### src/uvsg_pkg.sv
// Shared types, constants and tables of the UV-sphere vertex generator.
// No dependencies.
package uvsg_pkg;

    localparam int IDX_W         = 9;
    localparam int CNT_W         = 9;
    localparam int TEX_W         = 17;
    localparam int VTX_W         = 17;
    localparam int ANGLE_W       = 32;
    localparam int TRIG_W        = 33;
    localparam int CORDIC_ITERS  = 24;
    localparam int CORDIC_LAT    = CORDIC_ITERS + 1;
    localparam int DIV_NUM_W     = IDX_W + 16;
    localparam int DIV_LAT       = DIV_NUM_W;
    localparam int CORDIC_GAIN_Q30 = 652032874;

    localparam int DEF_MAX_STACKS = 256;
    localparam int DEF_MAX_SLICES = 256;
    localparam int DEF_FRAC_BITS  = 14;

    localparam logic [CNT_W-1:0] STACK_RESET = CNT_W'(16);
    localparam logic [CNT_W-1:0] SLICE_RESET = CNT_W'(32);

    typedef enum logic {
        CFG_STACK_COUNT = 1'b0,
        CFG_SLICE_COUNT = 1'b1
    } t_cfg_idx;

    typedef struct packed {
        logic [VTX_W-1:0] vertex;
        logic [VTX_W-1:0] below;
        logic             upper;
        logic             lower;
    } t_side;

    localparam logic [ANGLE_W-1:0] ATAN_TURNS [CORDIC_ITERS] = '{
        32'd536870912, 32'd316933406, 32'd167458907, 32'd85004756,
        32'd42667331,  32'd21354465,  32'd10679838,  32'd5340245,
        32'd2670163,   32'd1335087,   32'd667544,    32'd333772,
        32'd166886,    32'd83443,     32'd41722,     32'd20861,
        32'd10430,     32'd5215,      32'd2608,      32'd1304,
        32'd652,       32'd326,       32'd163,       32'd81
    };

endpackage

### src/uvsg_div.sv
// Pipelined restoring divider, one quotient bit per stage.
// Depends on uvsg_pkg.
module uvsg_div import uvsg_pkg::*; #(
    parameter int NUM_W = DIV_NUM_W,
    parameter int DEN_W = CNT_W,
    parameter int Q_W   = TEX_W
) (
    input  logic             i_clk,
    input  logic [NUM_W-1:0] i_num,
    input  logic [DEN_W-1:0] i_den,
    output logic [Q_W-1:0]   o_quo
);

    logic [DEN_W-1:0] r_rem [NUM_W];
    logic [NUM_W-1:0] r_num [NUM_W];
    logic [Q_W-1:0]   r_quo [NUM_W];

    for (genvar k = 0; k < NUM_W; k++) begin : g_stage
        logic [DEN_W-1:0] rem_in;
        logic [NUM_W-1:0] num_in;
        logic [Q_W-1:0]   quo_in;
        logic [DEN_W:0]   trial;
        logic             ge;
        if (k == 0) begin : g_first
            assign rem_in = '0;
            assign num_in = i_num;
            assign quo_in = '0;
        end else begin : g_next
            assign rem_in = r_rem[k-1];
            assign num_in = r_num[k-1];
            assign quo_in = r_quo[k-1];
        end
        assign trial = {rem_in, num_in[NUM_W-1]};
        assign ge    = trial >= {1'b0, i_den};
        always_ff @(posedge i_clk) begin
            r_rem[k] <= ge ? DEN_W'(trial - {1'b0, i_den}) : DEN_W'(trial);
            r_num[k] <= {num_in[NUM_W-2:0], 1'b0};
            r_quo[k] <= {quo_in[Q_W-2:0], ge};
        end
    end

    assign o_quo = r_quo[NUM_W-1];

endmodule

### config.mk
export PLATFORM = sky130hd
export DESIGN_NAME = uvsg_div
export DESIGN_NICKNAME = d
export VERILOG_FILES = /design/src/uvsg_pkg.sv /design/src/uvsg_div.sv
export SDC_FILE = /design/constraint.sdc
export NUM_CORES = 1
export LEC_CHECK = 0
export BUFFER_PORTS_ARGS = -buffer_cell sky130_fd_sc_hd__buf_2
export CAP_MARGIN = 15
export CORE_ASPECT_RATIO = 1.5
export CORE_MARGIN = 1
export CORE_UTILIZATION = 62
export CTS_CLUSTER_DIAMETER = 50
export DETAILED_ROUTE_END_ITERATION = 10
export GPL_TIMING_DRIVEN = 0
export PLACE_DENSITY_LB_ADDON = 0.05
export SKIP_CTS_REPAIR_TIMING = 1
export SLEW_MARGIN = 20
export SYNTH_ARGS = -nofsm -noshare
export SYNTH_HDL_FRONTEND = slang
export SYNTH_SLANG_ARGS = --single-unit
### constraint.sdc
create_clock -name i_clk -period 5.2 [get_ports i_clk]
set_clock_uncertainty 0.2 [all_clocks]
set_input_delay 0.78 -clock i_clk [delete_from_list [all_inputs] [get_ports i_clk]]
set_output_delay 0.78 -clock i_clk [all_outputs]
set_load 0.05 [all_outputs]
==> results of run 1 <==
-- layer usage --
layer,vias to the layer above,share of wire,global-route usage
met1,7799,0.40,0.247
met5,-,0,0
met3,122,0.030,0.0292
met2,294,0.53,0.445
li1,8228,-,-
met4,0,0.037,0.0981
-- power by group --
group	switching, uW	leakage (uW)	internal (uW)	total (uW)
Clock	1850	0.000982	2650	4500
Combinational	3760	0.00568	3320	7080
Sequential	609	0.00563	6590	7200
Total	6220	0.0123	12600	18800
-- layout make-up --
type | count | area share
Multi-Input combinational cell | 1399 | 0.398
Tap cell | 506 | 0.0223
Timing Repair Buffer | 59 | 0.0154
Sequential cell | 669 | 0.472
Buffer | 15 | 0.00207
Inverter | 135 | 0.0179
Clock inverter | 32 | 0.0157
Clock buffer | 75 | 0.0566
-- state kept, by name, summed over array words and instances, names as in the netlist --
name   flops
r_num    300
r_quo    153
r_rem    216
-- layout by cell type, fill, tap and decap left out, drive strengths merged, types with 9 or more instances in the layout --
cell type  Yosys  routed
buf            2      61
xnor2         79      79
mux2i         30      30
xor2          11      11
nor2         111     111
mux2         136     136
a221oi        12      12
nor3          51      51
a21boi        47      47
o31ai         29      29
o32ai         11      11
o21a          46      46
a211o         18      18
inv          126     133
bufinv         0       9
nand4         19      19
and3          20      20
o211ai        32      32
clkbuf        13      88
a21o          56      56
nor2b         30      30
a31oi         10      10
ha           218     218
dfxtp        669     669
nand3         36      36
o2bb2ai        9       9
fa            23      23
nand2         51      51
o21ai         48      48
nand3b        14      14
a21oi        158     158
clkinv         9      17
-- logic make-up (layout without fill, tap and decap cells) --
logic type / Yosys count / after routing / share of synthesized area
and+or+nand+nor: 370 / 370 / 0.0733
DFF: 669 / 669 / 0.530
buffers and inverters: 150 / 316 / 0.0224
adders and majority gates: 241 / 241 / 0.126
xor gates and xnor gates: 90 / 90 / 0.0312
muxes: 166 / 166 / 0.0725
AOI/OAI and AO/OA: 532 / 532 / 0.144
-- metrics by stage --
step                 util  power [uW]  setup TNS [ns]  worst slack [ns]  instance area [sq um]
global route        0.706       20000               0              1.30                  28400
CTS                 0.706       18900               0              1.43                  28400
global placement    0.651       14100          -30.95            -0.552                  26200
finish              0.706       18800               0              1.40                  28400
detailed placement  0.655       14300               0             0.807                  26300
floorplan               -       12700               0             0.804                  25300
-- synth_stat cells, types with 10 or more instances --
cell type,n,area [sq um]
ha_1,218,2730
nand2_1,51,191
o31ai_1,25,188
o21a_1,46,345
nand3b_1,14,105
a21o_1,55,413
nand4_1,19,119
a221oi_1,12,105
nor3_1,51,255
o211ai_1,32,240
inv_1,126,473
a31oi_1,10,62.6
a21oi_1,158,791
nand3_1,36,180
xnor2_1,79,692
mux2i_1,30,300
clkbuf_1,13,48.8
mux2_2,136,1530
dfxtp_1,669,13400
xor2_1,11,96.3
and3_1,20,125
o32ai_1,11,96.3
nor2b_1,30,188
a21boi_0,47,353
fa_1,23,460
o21ai_0,48,240
a211o_1,18,158
nor2_1,111,417
-- path summary, 6_finish.rpt --
path | slack (ns) | end | from | depth (start not counted)
setup / recovery | 1.40 | r_rem[0][17]$_DFF_P_ | i_den[0] | 9
hold reg to reg | 0.11 | r_num[1][43]$_DFF_P_ | r_num[1][18]$_DFF_P_ | 0
setup reg to reg | 2.17 | r_rem[0][17]$_DFF_P_ | r_num[0][23]$_DFF_P_ | 9
hold / removal | 0.08 | r_num[0][6]$_DFF_P_ | i_num[6] | 1
==> results.toml, run 1 <==
[pwr]
vdd_drop_max_v = 0.000379
leakage_uw = 0.0123
power.density_nw_per_um2 = 661

[timing]
finalSetupViolCount = 0
worst_pin_slew_ns = 1.05
slew_violations = 0
min_period_over_period = 0.731
fmax_ghz = 0.263
period_minus_slack_ns = 3.80
hold_violations = 0
slew_headroom = 0.300
rsz0062_at_grt = "false"
timing.hold.ws_ns = 0.0790

[setup_path]
critPathBufInv = 2
cp_cell_sequence = "buf_2, ha_1, inv_1, fa_1, a21o_1, a21oi_1, o21bai_4, a2111oi_4, mux2_2"
crit_required_ns = 5.49
timing_worst_setup_path_type = "input port to flip-flop"
crit_path_max_fanout = 25
worstPathArrival_ns = 4.09
cp-start-kind = "input port"
crit_family = "compound AO/OA/AOI/OAI gates"
cpPeakStageDelay_ns = 0.78
cp_slowest_cell = "buf_2"
critPathCaptureType = "flip-flop"

[final_layout]
layout.nets = 2612
multiInputGateArea_sq_um = 11300
antenna_cells = 0
nFillCells = 2876
drive_gt1_frac = 0.133
syn_to_final_growth_pct = 12.4
final_cell_count_no_fill = 2890
seq_area_sq_um = 13400

[global_route]
antenna_found_initial = 0
grt_first_pass_wirelength_um = 78000
grt_util_all_layers = 0.230
grt_pass1_vias = 16900
grt-ovfl-total = 0
grt_max_degree = 39

[drt]
drcViolationCount = 0
initialDrtViolationCount = 760
viasPerCell = 5.69
ant_nets = 0
first_pass_iters = 5
via_count = 16400
wl_um = 47700
wire_per_inst_um = 16.5

[logic_synthesis]
ys_types = 61
syn_avg_cell_area_sq_um = 11.4
ys_seq_area_frac = 0.530
synth_cells = 2218
synthArstFlopShare = 0
yosys_register_bits = 669
synth_ff_type = "dfxtp_1"
synth_area_sq_um = 25300
yosys_warnings = 0
synth_edf_count = 0
syn_nets = 2494

[floorplan]
die_w_um = 167
dieArea_sq_um = 41600
pin_count = 52
floorplan.rows = 90
core-area_sq_um = 40200
start_util = 0.628
die_y_um = 249

[status]
status = "finished clean"

[place]
port_buffers = 51
dp_hpwl_um = 33400
finalWeightedCongestion = 0.885
dp_cells = 2783

[clocking]
numClockSinks = 669
tritoncts = "built"
cts_root_buf = "clkbuf_16"
clk_path_buf_depth = 3
cts-htree-levels = 2
path_clk_slew_ns = 0.07
cts_buffers = 57
clkLatencyLatePin_ns = 0.60

[flow_run]
cap_viol_max_count = 0

[worst_hold_path]
min_path_type = "input port to flip-flop"
Power figures use the tool's default switching activity.
==> inputs of run 2 (changes only) <==
Clock period 5.2 ns to 4 ns, I/O delays scaled along.
==> results.toml, run 2 (same netlist as run 1, synthesis figures left out) <==
[timing]
min_period_over_period = 0.925
period_minus_slack_ns = 3.70
finalSetupViolCount = 0
fmax_ghz = 0.270
rsz0062_at_grt = "false"
fin_ws_ns = 0.302
slew_violations = 0
slew_headroom = 0.318
worst_pin_slew_ns = 1.02
hold_violations = 0

[setup_path]
worstPathArrival_ns = 3.99
cp_cell_sequence = "buf_2, clkinvlp_4, buf_12, fa_1, a21o_1, a21oi_1, o21bai_4, a2111oi_4, mux2_2"
cp_slowest_cell = "a2111oi_4"
crit_path_max_fanout = 20
critPathCaptureType = "flip-flop"
cp-start-kind = "input port"
crit_required_ns = 4.29
cpPeakStageDelay_ns = 0.74
timing_worst_setup_path_type = "input port to flip-flop"

[final_layout]
fin_area_sq_um = 28800
final_cell_mix = "dfxtp_1, ha_1, a21oi_1, mux2_2, inv_1"
reg_top3 = "r_num: 300 flops, r_rem: 216 flops, r_quo: 153 flops"
drive_gt1_frac = 0.135
largest_reg_flops = 300
largest-register = "r_num"
final_common_cell = "dfxtp_1"
post-route-util = 0.716
layout.nets = 2638
antenna_cells = 0
syn_to_final_growth_pct = 13.9

[pwr]
p_int_uw = 16500
comb_power_share = 0.372
vdd_drop_max_v = 0.000492
switching_share = 0.332
power.density_nw_per_um2 = 858
p_switching_uw = 8200
leakage_uw = 0.0124
pwr-share-seq = 0.379
clock_power_share = 0.249

[clocking]
cts_root_buf = "clkbuf_16"
numClockSinks = 669
clkLatencyLatePin_ns = 0.60
cts-htree-levels = 2
path_clk_slew_ns = 0.07
clk_path_buf_depth = 3
cts_buffers = 58
tritoncts = "built"

[place]
dp_hpwl_um = 33600
place_ws_ns = -0.346
port_buffers = 51
placed_cell_area_sq_um = 26400
finalWeightedCongestion = 0.914

[drt]
via_count = 16600
wire_per_inst_um = 16.5
wl_met1_um = 19200
met3WireLength_um = 1600
first_pass_iters = 5
viasPerCell = 5.69
drcViolationCount = 0
wl_um = 48000
maxUsedRoutingLayer = "met4"
ant_nets = 0
wl_met2_um = 25500
initialDrtViolationCount = 732

[global_route]
antenna_found_initial = 0
grt-ovfl-total = 0
grt_max_degree = 26
grt_pass1_vias = 16900
grt_first_pass_wirelength_um = 78700
grt_util_all_layers = 0.233

[floorplan]
die_w_um = 167
die_y_um = 249
dieArea_sq_um = 41600
start_util = 0.628
pin_count = 52
floorplan.rows = 90
core-area_sq_um = 40200

[flow_run]
cap_viol_max_count = 0

[worst_hold_path]
min_path_type = "input port to flip-flop"

[status]
status = "finished clean"
## run 2: cell count changes in the layout (fill, tap and decap cells not counted)
cell,delta
inv_4,-1
dlygate4sd3_1,+24
bufinv_16,+3
clkbuf_1,-6
clkinv_4,+3
clkinv_8,+2
buf_16,+1
clkbuf_16,-1
clkbuf_8,-1
inv_6,+3
## run 2: path summary, 6_finish.rpt
path	from	end	slack (ns)	cells after the start
worst max-delay path	i_den[1]	r_rem[0][17]$_DFF_P_	0.30	9
worst max register to register	r_num[0][23]$_DFF_P_	r_rem[0][17]$_DFF_P_	0.95	9
worst min-delay path	i_num[24]	r_rem[0][0]$_DFF_P_	0.07	3
worst min register to register	r_num[1][43]$_DFF_P_	r_num[1][68]$_DFF_P_	0.12	0
## run 2: through the flow
step,hold slack [ns],cells,TNS (ns),power [uW]
global placement,0.110,2775,-143.67,18200
finish,0.0694,2917,0,24700
global route,0.0998,2917,0,26300
detailed placement,0.112,2784,-3.25,18600
CTS,-0.142,2893,0,24800
floorplan,0.110,2218,0,16600
## run 2: worst max-delay path, delay by kind of cell
| kind | cells | cell delay (ns) |
|---|---|---|
| multiplexers | 1 | 0.42 |
| buffers and inverters | 3 | 1.11 |
| adder cells (fa/ha/maj) | 1 | 0.48 |
| AO/OA/AOI/OAI | 4 | 1.35 |
## run 2: per-layer routing
layer  track usage  vias to the layer above
li1              -                     8291
met1         0.248                     7851
met2         0.451                      324
met3        0.0316                      126
met4        0.0979                        0
met5             0                        -
## run 2: power groups by stage
stage	Sequential, uW	Combinational (uW)	Clock [uW]
after detailed placement	9510	9070	0
after CTS	9380	9160	6270
after floorplan	9460	7090	0
after global routing	9540	10200	6550
final	9360	9200	6140
after global placement	9450	8780	0
## run 2: final cells by class
type	instances	area [sq um]
flip-flops and latches	669	13400
fillers	2922	11400
multi-input cells	1399	11300
clock buffers	67	1550
repair buffers	84	706
well taps	506	633
clock inverters	42	613
inverters	135	510
plain buffers	15	58.8
